`config.mk`:
```
export PLATFORM = sky130hd
export DESIGN_NAME = tga_pixel_stream_decoder_core
export DESIGN_NICKNAME = d
export VERILOG_FILES = /design/src/hw/rtl/tgapsd_pkg.sv /design/src/hw/rtl/tgapsd_front.sv /design/src/hw/rtl/tgapsd_queue.sv /design/src/hw/rtl/tgapsd_back.sv /design/src/hw/rtl/tga_pixel_stream_decoder_core.sv
export SDC_FILE = /design/constraint.sdc
export NUM_CORES = 2
export LEC_CHECK = 0
export ABC_CLOCK_PERIOD_IN_PS = 22500
export BUFFER_PORTS_ARGS = -buffer_cell sky130_fd_sc_hd__buf_2
export CAP_MARGIN = 0
export CELL_PAD_IN_SITES_DETAIL_PLACEMENT = 0
export CELL_PAD_IN_SITES_GLOBAL_PLACEMENT = 1
export CORE_AREA = 4 4 308 219
export CTS_CLUSTER_SIZE = 20
export DETAILED_ROUTE_END_ITERATION = 16
export DIE_AREA = 0 0 312 223
export MAX_ROUTING_LAYER = met4
export PLACE_DENSITY_LB_ADDON = 0.1
export SYNTH_ARGS = -nofsm -noshare
export SYNTH_HDL_FRONTEND = slang
export SYNTH_SLANG_ARGS = --single-unit
```
`constraint.sdc`:
```
create_clock -name aclk -period 22.5 [get_ports aclk]
set_clock_uncertainty 0.05 [all_clocks]
set_input_delay 3.375 -clock aclk [delete_from_list [all_inputs] [get_ports aclk]]
set_output_delay 3.375 -clock aclk [all_outputs]
set_load 0.02 [all_outputs]
```
`src/hw/rtl/tgapsd_pkg.sv`:
```
package tgapsd_pkg;

    // Pixel formats as stored in the pixel_format register
    typedef enum logic [1:0] {
        FMT_RGB555 = 2'd0,
        FMT_BGR24  = 2'd1,
        FMT_BGRA32 = 2'd2,
        FMT_ALT32  = 2'd3
    } fmt_t;

    // Configuration register indexes
    typedef enum logic [1:0] {
        REG_COMPRESSED   = 2'd0,
        REG_PIXEL_FORMAT = 2'd1,
        REG_IMAGE_WIDTH  = 2'd2,
        REG_IMAGE_HEIGHT = 2'd3
    } reg_idx_t;

    localparam int CFG_DATA_W  = 16;
    localparam int DONE_W      = 32;
    localparam int QUEUE_DEPTH = 2;
    localparam int QPTR_W      = (QUEUE_DEPTH > 1) ? $clog2(QUEUE_DEPTH) : 1;
    localparam int QCNT_W      = $clog2(QUEUE_DEPTH + 1);

    localparam logic [7:0] RUN_FLAG_MIN = 8'd128;
    localparam logic [7:0] RUN_BIAS     = 8'd127;
    localparam logic [4:0] FIELD_MASK   = 5'h1f;

    // One completed pixel, as handed from the front end to the formatter
    typedef struct packed {
        logic [7:0] b0;
        logic [7:0] b1;
        logic [7:0] b2;
        logic [7:0] b3;
        fmt_t       fmt;
        logic [7:0] rep;
        logic       last;
    } pix_rec_t;

    // Zero dimension counts as one
    function automatic logic [CFG_DATA_W-1:0] dim_eff(input logic [CFG_DATA_W-1:0] d);
        return (d == '0) ? CFG_DATA_W'(1) : d;
    endfunction

endpackage

```
`src/hw/rtl/tgapsd_front.sv`:
```
module tgapsd_front (
    input  logic                               aclk,
    input  logic                               aresetn,
    input  logic                               cfg_wr_en,
    input  logic [1:0]                         cfg_index,
    input  logic [tgapsd_pkg::CFG_DATA_W-1:0]  cfg_data,
    input  logic                               s_valid,
    output logic                               s_ready,
    input  logic [7:0]                         s_data_byte,
    output logic                               push_valid,
    input  logic                               push_ready,
    output tgapsd_pkg::pix_rec_t               push_rec
);
    import tgapsd_pkg::*;

    // Configuration
    logic                  compressed_reg;
    logic [1:0]            pixel_format_reg;
    logic [CFG_DATA_W-1:0] image_width_reg;
    logic [CFG_DATA_W-1:0] image_height_reg;
    logic [DONE_W-1:0]     total_reg, total_next;

    // Stream state
    logic [1:0]        byte_pos_reg, byte_pos_next;
    logic [7:0]        pix_b0_reg, pix_b1_reg, pix_b2_reg;
    logic [7:0]        pix_b0_next, pix_b1_next, pix_b2_next;
    logic [7:0]        remaining_reg, remaining_next;
    logic              is_run_reg, is_run_next;
    logic [DONE_W-1:0] done_reg, done_next;

    fmt_t              fmt_eff;
    logic [1:0]        pos_final;
    logic              rle;
    logic              accept;
    logic              is_header;
    logic              gather;
    logic [DONE_W-1:0] left;
    logic [7:0]        count;
    logic [7:0]        rep;
    logic [DONE_W-1:0] done_sum;
    logic              last;

    assign s_ready = push_ready;
    assign accept  = s_valid && push_ready;

    // Total pixel count, refreshed on a dimension write
    always_comb begin
        total_next = total_reg;
        if (cfg_wr_en && cfg_index == REG_IMAGE_WIDTH) begin
            total_next = dim_eff(cfg_data) * dim_eff(image_height_reg);
        end else if (cfg_wr_en && cfg_index == REG_IMAGE_HEIGHT) begin
            total_next = dim_eff(image_width_reg) * dim_eff(cfg_data);
        end
    end

    always_ff @(posedge aclk) begin
        if (!aresetn) begin
            compressed_reg   <= 1'b0;
            pixel_format_reg <= FMT_BGR24;
            image_width_reg  <= CFG_DATA_W'(1);
            image_height_reg <= CFG_DATA_W'(1);
            total_reg        <= DONE_W'(1);
        end else begin
            total_reg <= total_next;
            if (cfg_wr_en) begin
                case (reg_idx_t'(cfg_index))
                    REG_COMPRESSED:   compressed_reg   <= cfg_data[0];
                    REG_PIXEL_FORMAT: pixel_format_reg <= cfg_data[1:0];
                    REG_IMAGE_WIDTH:  image_width_reg  <= cfg_data;
                    REG_IMAGE_HEIGHT: image_height_reg <= cfg_data;
                    default: ;
                endcase
            end
        end
    end

    // Byte classification and packet bookkeeping
    always_comb begin
        case (fmt_t'(pixel_format_reg))
            FMT_RGB555: begin fmt_eff = FMT_RGB555; pos_final = 2'd1; end
            FMT_BGR24:  begin fmt_eff = FMT_BGR24;  pos_final = 2'd2; end
            default:    begin fmt_eff = FMT_BGRA32; pos_final = 2'd3; end
        endcase
        rle       = compressed_reg && (fmt_eff != FMT_RGB555);
        is_header = rle && (remaining_reg == 8'd0);
        gather    = !is_header && (byte_pos_reg < pos_final);

        // packet length, clamped to what is left of the image
        left  = (done_reg < total_reg) ? (total_reg - done_reg) : DONE_W'(1);
        count = (s_data_byte < RUN_FLAG_MIN) ? (s_data_byte + 8'd1)
                                             : (s_data_byte - RUN_BIAS);
        if (DONE_W'(count) > left) begin
            count = left[7:0];
        end

        rep      = (rle && is_run_reg) ? remaining_reg : 8'd1;
        done_sum = done_reg + DONE_W'(rep);
        last     = (done_sum >= total_reg);

        byte_pos_next  = byte_pos_reg;
        pix_b0_next    = pix_b0_reg;
        pix_b1_next    = pix_b1_reg;
        pix_b2_next    = pix_b2_reg;
        remaining_next = remaining_reg;
        is_run_next    = is_run_reg;
        done_next      = done_reg;

        if (accept) begin
            if (is_header) begin
                is_run_next    = (s_data_byte >= RUN_FLAG_MIN);
                remaining_next = count;
                byte_pos_next  = 2'd0;
            end else if (gather) begin
                case (byte_pos_reg)
                    2'd1:    pix_b1_next = s_data_byte;
                    2'd2:    pix_b2_next = s_data_byte;
                    default: pix_b0_next = s_data_byte;
                endcase
                byte_pos_next = byte_pos_reg + 2'd1;
            end else begin
                byte_pos_next = 2'd0;
                if (rle) begin
                    remaining_next = is_run_reg ? 8'd0 : (remaining_reg - 8'd1);
                end
                done_next = done_sum;
                if (last) begin
                    pix_b0_next    = 8'd0;
                    pix_b1_next    = 8'd0;
                    pix_b2_next    = 8'd0;
                    remaining_next = 8'd0;
                    is_run_next    = 1'b0;
                    done_next      = '0;
                end
            end
        end

        push_valid    = accept && !is_header && !gather;
        push_rec.b0   = pix_b0_reg;
        push_rec.b1   = pix_b1_reg;
        push_rec.b2   = pix_b2_reg;
        push_rec.b3   = s_data_byte;
        push_rec.fmt  = fmt_eff;
        push_rec.rep  = rep;
        push_rec.last = last;
    end

    always_ff @(posedge aclk) begin
        if (!aresetn) begin
            byte_pos_reg  <= 2'd0;
            pix_b0_reg    <= 8'd0;
            pix_b1_reg    <= 8'd0;
            pix_b2_reg    <= 8'd0;
            remaining_reg <= 8'd0;
            is_run_reg    <= 1'b0;
            done_reg      <= '0;
        end else begin
            byte_pos_reg  <= byte_pos_next;
            pix_b0_reg    <= pix_b0_next;
            pix_b1_reg    <= pix_b1_next;
            pix_b2_reg    <= pix_b2_next;
            remaining_reg <= remaining_next;
            is_run_reg    <= is_run_next;
            done_reg      <= done_next;
        end
    end

    // end of image must leave the stream state cleared
    a_last_clears: assert property (@(posedge aclk) disable iff (!aresetn)
        push_valid && push_rec.last |=> done_reg == '0 && remaining_reg == 8'd0
                                        && byte_pos_reg == 2'd0)
        else $error("stream state not cleared after last pixel");

    // a packet never holds more than one run's worth of pixels
    a_remaining_range: assert property (@(posedge aclk) disable iff (!aresetn)
        remaining_reg <= RUN_FLAG_MIN)
        else $error("packet count out of range");

endmodule

```
`src/hw/rtl/tgapsd_queue.sv`:
```
module tgapsd_queue (
    input  logic                 aclk,
    input  logic                 aresetn,
    input  logic                 push_valid,
    output logic                 push_ready,
    input  tgapsd_pkg::pix_rec_t push_rec,
    output logic                 pop_valid,
    input  logic                 pop_ready,
    output tgapsd_pkg::pix_rec_t pop_rec
);
    import tgapsd_pkg::*;

    pix_rec_t            entry_reg [QUEUE_DEPTH];
    logic [QPTR_W-1:0]   wr_ptr_reg, wr_ptr_next;
    logic [QPTR_W-1:0]   rd_ptr_reg, rd_ptr_next;
    logic [QCNT_W-1:0]   count_reg, count_next;
    logic                do_push;
    logic                do_pop;

    assign push_ready = (count_reg != QCNT_W'(QUEUE_DEPTH));
    assign pop_valid  = (count_reg != '0);
    assign pop_rec    = entry_reg[rd_ptr_reg];
    assign do_push    = push_valid && push_ready;
    assign do_pop     = pop_valid && pop_ready;

    // Pointer wrap and occupancy
    always_comb begin
        wr_ptr_next = wr_ptr_reg;
        rd_ptr_next = rd_ptr_reg;
        count_next  = count_reg;
        if (do_push) begin
            wr_ptr_next = (wr_ptr_reg == QPTR_W'(QUEUE_DEPTH - 1)) ? '0 : wr_ptr_reg + 1'b1;
        end
        if (do_pop) begin
            rd_ptr_next = (rd_ptr_reg == QPTR_W'(QUEUE_DEPTH - 1)) ? '0 : rd_ptr_reg + 1'b1;
        end
        if (do_push && !do_pop) begin
            count_next = count_reg + 1'b1;
        end else if (do_pop && !do_push) begin
            count_next = count_reg - 1'b1;
        end
    end

    always_ff @(posedge aclk) begin
        if (!aresetn) begin
            wr_ptr_reg <= '0;
            rd_ptr_reg <= '0;
            count_reg  <= '0;
        end else begin
            wr_ptr_reg <= wr_ptr_next;
            rd_ptr_reg <= rd_ptr_next;
            count_reg  <= count_next;
        end
    end

    // Storage
    always_ff @(posedge aclk) begin
        if (do_push) begin
            entry_reg[wr_ptr_reg] <= push_rec;
        end
    end

    a_count_range: assert property (@(posedge aclk) disable iff (!aresetn)
        count_reg <= QCNT_W'(QUEUE_DEPTH))
        else $error("queue occupancy overflow");

    a_ptr_gap: assert property (@(posedge aclk) disable iff (!aresetn)
        (count_reg == '0 || count_reg == QCNT_W'(QUEUE_DEPTH)) |-> wr_ptr_reg == rd_ptr_reg)
        else $error("queue pointers out of step with occupancy");

endmodule

```
`src/hw/rtl/tgapsd_back.sv`:
```
module tgapsd_back (
    input  logic                 aclk,
    input  logic                 aresetn,
    input  logic                 pop_valid,
    output logic                 pop_ready,
    input  tgapsd_pkg::pix_rec_t pop_rec,
    output logic                 m_valid,
    input  logic                 m_ready,
    output logic [7:0]           m_red,
    output logic [7:0]           m_green,
    output logic [7:0]           m_blue,
    output logic [7:0]           m_alpha,
    output logic [7:0]           m_repeat_count,
    output logic                 m_last_pixel
);
    import tgapsd_pkg::*;

    logic        valid_reg;
    logic [7:0]  red_reg, green_reg, blue_reg, alpha_reg, rep_reg;
    logic        last_reg;
    logic [7:0]  red_next, green_next, blue_next, alpha_next;
    logic [15:0] word16;

    assign pop_ready = !valid_reg || m_ready;

    // Color unpacking per format
    always_comb begin
        word16     = {pop_rec.b3, pop_rec.b0};
        alpha_next = 8'd0;
        case (pop_rec.fmt)
            FMT_RGB555: begin
                blue_next  = {word16[4:0] & FIELD_MASK, 3'b000};
                green_next = {word16[9:5] & FIELD_MASK, 3'b000};
                red_next   = {word16[14:10] & FIELD_MASK, 3'b000};
            end
            FMT_BGR24: begin
                blue_next  = pop_rec.b0;
                green_next = pop_rec.b1;
                red_next   = pop_rec.b3;
            end
            default: begin
                blue_next  = pop_rec.b0;
                green_next = pop_rec.b1;
                red_next   = pop_rec.b2;
                alpha_next = pop_rec.b3;
            end
        endcase
    end

    // Output register
    always_ff @(posedge aclk) begin
        if (!aresetn) begin
            valid_reg <= 1'b0;
        end else if (pop_ready) begin
            valid_reg <= pop_valid;
        end
    end

    always_ff @(posedge aclk) begin
        if (pop_ready && pop_valid) begin
            red_reg   <= red_next;
            green_reg <= green_next;
            blue_reg  <= blue_next;
            alpha_reg <= alpha_next;
            rep_reg   <= pop_rec.rep;
            last_reg  <= pop_rec.last;
        end
    end

    assign m_valid        = valid_reg;
    assign m_red          = red_reg;
    assign m_green        = green_reg;
    assign m_blue         = blue_reg;
    assign m_alpha        = alpha_reg;
    assign m_repeat_count = rep_reg;
    assign m_last_pixel   = last_reg;

endmodule

```
`src/hw/rtl/tga_pixel_stream_decoder_core.sv`:
```
// A pixel's last byte passes into the queue, then into the output register.
// Throughput: the front end takes one byte per cycle while the queue has room;
//   a pixel per 2 (16-bit), 3 or 4 bytes, plus a header per run-length packet.
// A two-entry queue and the output register absorb up to three pixels of stall.
// Reset: synchronous on aresetn low; config returns to raw 24-bit, 1x1 image,
//   and all stream state and queued pixels are cleared.
module tga_pixel_stream_decoder_core (
    input  logic                               aclk,
    input  logic                               aresetn,
    input  logic                               cfg_wr_en,
    input  logic [1:0]                         cfg_index,
    input  logic [tgapsd_pkg::CFG_DATA_W-1:0]  cfg_data,
    input  logic                               s_valid,
    output logic                               s_ready,
    input  logic [7:0]                         s_data_byte,
    output logic                               m_valid,
    input  logic                               m_ready,
    output logic [7:0]                         m_red,
    output logic [7:0]                         m_green,
    output logic [7:0]                         m_blue,
    output logic [7:0]                         m_alpha,
    output logic [7:0]                         m_repeat_count,
    output logic                               m_last_pixel
);
    import tgapsd_pkg::*;

    logic     push_valid, push_ready;
    pix_rec_t push_rec;
    logic     pop_valid, pop_ready;
    pix_rec_t pop_rec;

    tgapsd_front u_front (
        .aclk        (aclk),
        .aresetn     (aresetn),
        .cfg_wr_en   (cfg_wr_en),
        .cfg_index   (cfg_index),
        .cfg_data    (cfg_data),
        .s_valid     (s_valid),
        .s_ready     (s_ready),
        .s_data_byte (s_data_byte),
        .push_valid  (push_valid),
        .push_ready  (push_ready),
        .push_rec    (push_rec)
    );

    tgapsd_queue u_queue (
        .aclk       (aclk),
        .aresetn    (aresetn),
        .push_valid (push_valid),
        .push_ready (push_ready),
        .push_rec   (push_rec),
        .pop_valid  (pop_valid),
        .pop_ready  (pop_ready),
        .pop_rec    (pop_rec)
    );

    tgapsd_back u_back (
        .aclk           (aclk),
        .aresetn        (aresetn),
        .pop_valid      (pop_valid),
        .pop_ready      (pop_ready),
        .pop_rec        (pop_rec),
        .m_valid        (m_valid),
        .m_ready        (m_ready),
        .m_red          (m_red),
        .m_green        (m_green),
        .m_blue         (m_blue),
        .m_alpha        (m_alpha),
        .m_repeat_count (m_repeat_count),
        .m_last_pixel   (m_last_pixel)
    );

endmodule

```
==> reports/results.ini <==
[floorplanning]
die_area_um2=69600
ios=74
die_w_um=312
start_util_pct=49.6
fp-row-count=78
die_h_um=223
coreArea_um2=64400

[clock_network]
htreeDepth=1
clkTransAtPathRegs_ns=0.07
insertion_delay_ns=0.61
cts-resized-gates=0
cts-buffers-inserted=29
cts_num_sinks=267
cts_setup_buffers=0
tritoncts=yes
clock_path_buffers=3
cts-root-buf=clkbuf_16
ctsHoldBuffers=0

[critical_path]
crit_path_frequent_cell=fa_1
slowest_delay_ns=0.50
slowest_stage=fa_1
rr_worst_depth=28
cp_max_fo=35
path_class=in -> reg
critical_path_required_ns=22.96
cp-start-kind=input port
reg2reg_to=u_front.done_reg[19]
arrival_ns=10.94
r2r_start=u_front.pixel_format_reg[1]
reg2reg_setup_slack_ns=14.65
critPathCaptureType=register

[sta]
setup_violations=0
max_freq_ghz=0.0954
period_needed_ns=10.48
fin_crit_sh_pct=46.6
slew_headroom_pct=21.7
worstMarginPinSlew_ns=1.16
grt_setup_unrepaired=false
maxSlewViolCount=0
hold_slack_ns=0.406
hold_viol_final=0
final.setup.tns_ns=0

[hold_path]
hold-path-endpoint=u_queue.entry_reg[1][32]
whs_path_depth=0
hold_path.class=reg -> reg
hold_path.startpoint=u_front.pix_b1_reg[5]

[pwr]
power.density_nw_per_um2=56.5
power_mw=1.92
switchingPower_mw=0.763
leakage_nw=15.7
power_frac_seq_pct=32.4
p_int_mw=1.15
p_sw_share_pct=39.8
vdd_drop_max_uv=109
p_clk_share_pct=26.4
p_comb_share_pct=41.2

[cells_and_area]
final_common_cell=inv_1
fin_nets=4195
largest_reg_flops=86
drive_above_1_share_pct=6.40
antenna_cells=0
instances_no_fill=4342
most-common-layout-cells=inv_1, nand2_1, fa_1, ha_1, and2_1
syn_to_final_growth_pct=6.24
fillers=5885

[detailed_routing]
vias_per_cell=5.67
drt_iter0_markers=2069
ant_nets=0
wl_per_cell_um=20.3
vias=24600
totalWireLength_um=88100
firstDrtPassIters=6
drc_errors=0

[place]
gp_congestion=0.933
portBuffers=73
place_hpwl_um=67300
dp.cells=4288

[yosys]
ys_ff_latch=267
syn-num-nets=4243
synth_enable_flop_cells=127
netlist_area_um2=31900
async_flop_share_pct=0
syn_avg_cell_area_um2=9.06
synth_ff_type=dfxtp_1
postSynthCellCount=3527
seq_area_frac_synth_pct=20.7
ys.warnings.count=0
synth_cell_types=90

[run_status]
outcome=finished, final reports clean

[run]
max-cap-violations=0

[grt]
antenna_found_initial=0
grt_pass1_wl_um=143000
grt_pass1_vias=25000
grt_usage_pct=26.5
overflow=0
grt_max_degree=83

[cell usage after synthesis, types with 6 or more instances]
| master | n | area share [%] |
|---|---|---|
| a21boi_0 | 49 | 1.2 |
| nor4_1 | 16 | 0.31 |
| nand2b_1 | 23 | 0.45 |
| o211a_1 | 11 | 0.34 |
| o21ai_0 | 109 | 1.7 |
| edfxtp_1 | 127 | 12 |
| o21a_1 | 20 | 0.47 |
| nand4_1 | 32 | 0.63 |
| o22ai_1 | 8 | 0.16 |
| a21o_1 | 53 | 1.2 |
| buf_2 | 10 | 0.16 |
| fa_1 | 390 | 24 |
| nand3_1 | 52 | 0.81 |
| a21oi_1 | 112 | 1.8 |
| mux2i_1 | 63 | 2.0 |
| nor2b_1 | 73 | 1.4 |
| inv_1 | 543 | 6.4 |
| nand2_1 | 452 | 5.3 |
| clkbuf_1 | 178 | 2.1 |
| o221ai_1 | 9 | 0.25 |
| o211ai_1 | 18 | 0.42 |
| xor2_1 | 27 | 0.74 |
| mux2_2 | 11 | 0.39 |
| nand3b_1 | 9 | 0.21 |
| ha_1 | 295 | 12 |
| or3_1 | 10 | 0.20 |
| nor3_1 | 35 | 0.55 |
| o21ai_1 | 7 | 0.11 |
| o21bai_1 | 12 | 0.28 |
| a211oi_1 | 11 | 0.26 |
| mux4_2 | 10 | 0.71 |
| nor2_1 | 116 | 1.4 |
| a22oi_1 | 16 | 0.38 |
| dfxtp_1 | 140 | 8.8 |
| a31oi_1 | 15 | 0.29 |
| a211o_1 | 6 | 0.16 |
| and3_1 | 30 | 0.59 |
| and2_1 | 246 | 4.8 |
| xnor2_1 | 72 | 2.0 |
[critical path, delay by kind of cell]
| kind | cells | cell delay (ns) |
|---|---|---|
| simple gates | 5 | 1.31 |
| compound gates | 9 | 2.16 |
| fa+ha+maj | 7 | 3.16 |
| buf+inv | 5 | 0.90 |
[cell type report]
class	instances	area [um^2]	area share [%]
Timing Repair Buffer	114	676	1.99
Clock buffer	36	782	2.30
Clock inverter	18	205	0.605
Multi-Input combinational cell	2524	22600	66.5
Sequential cell	267	6620	19.5
Tap cell	840	1050	3.10
Inverter	543	2040	6.01
[metrics by stage]
| stage | setup slack (ns) | instance area (um^2) | util (%) |
|---|---|---|---|
| after global placement | 11.49 | 32900 | 51.1 |
| after floorplan | 12.48 | 31900 | - |
| after global routing | 11.55 | 33900 | 52.7 |
| after detailed placement | 11.46 | 32900 | 51.1 |
| final | 12.02 | 33900 | 52.7 |
| after CTS | 12.09 | 33900 | 52.7 |
[routing by layer]
| layer | global-route usage (%) | part of all wire, % |
|---|---|---|
| met1 | 41.8 | 51 |
| met2 | 36.8 | 41 |
| met3 | 3.73 | 6.7 |
| met4 | 3.62 | 1.3 |
| met5 | - | 0 |
[cells by family after synthesis]
logic type      Yosys count  share of synthesized area, %
simple gates           1126                          17.5
xor+xnor                 99                          2.71
fa+ha+maj               685                          36.0
buf+inv                 736                          8.70
mux                      84                          3.07
compound gates          530                          11.3
flops                   267                          20.7
[power by group through the flow]
stage / Sequential [mW] / Clock, mW / Combinational [mW]
final: 0.621 / 0.506 / 0.790
after global routing: 0.626 / 0.538 / 0.880
after CTS: 0.622 / 0.517 / 0.789
after detailed placement: 0.631 / 0 / 0.784
after global placement: 0.630 / 0 / 0.775
after floorplan: 0.665 / 0 / 0.505
[how the worst max path moves through the flow]
stage / from / endpoint / slack (ns)
floorplan: cfg_data[8] / u_front.total_reg[31] / 12.48
global placement: cfg_data[8] / u_front.total_reg[31] / 11.49
detailed placement: cfg_data[9] / u_front.total_reg[31] / 11.46
CTS: cfg_data[8] / u_front.total_reg[31] / 12.09
global route: cfg_data[9] / u_front.total_reg[31] / 11.55
finish: cfg_data[9] / u_front.total_reg[31] / 12.02
(Power assumes the default switching activity.)
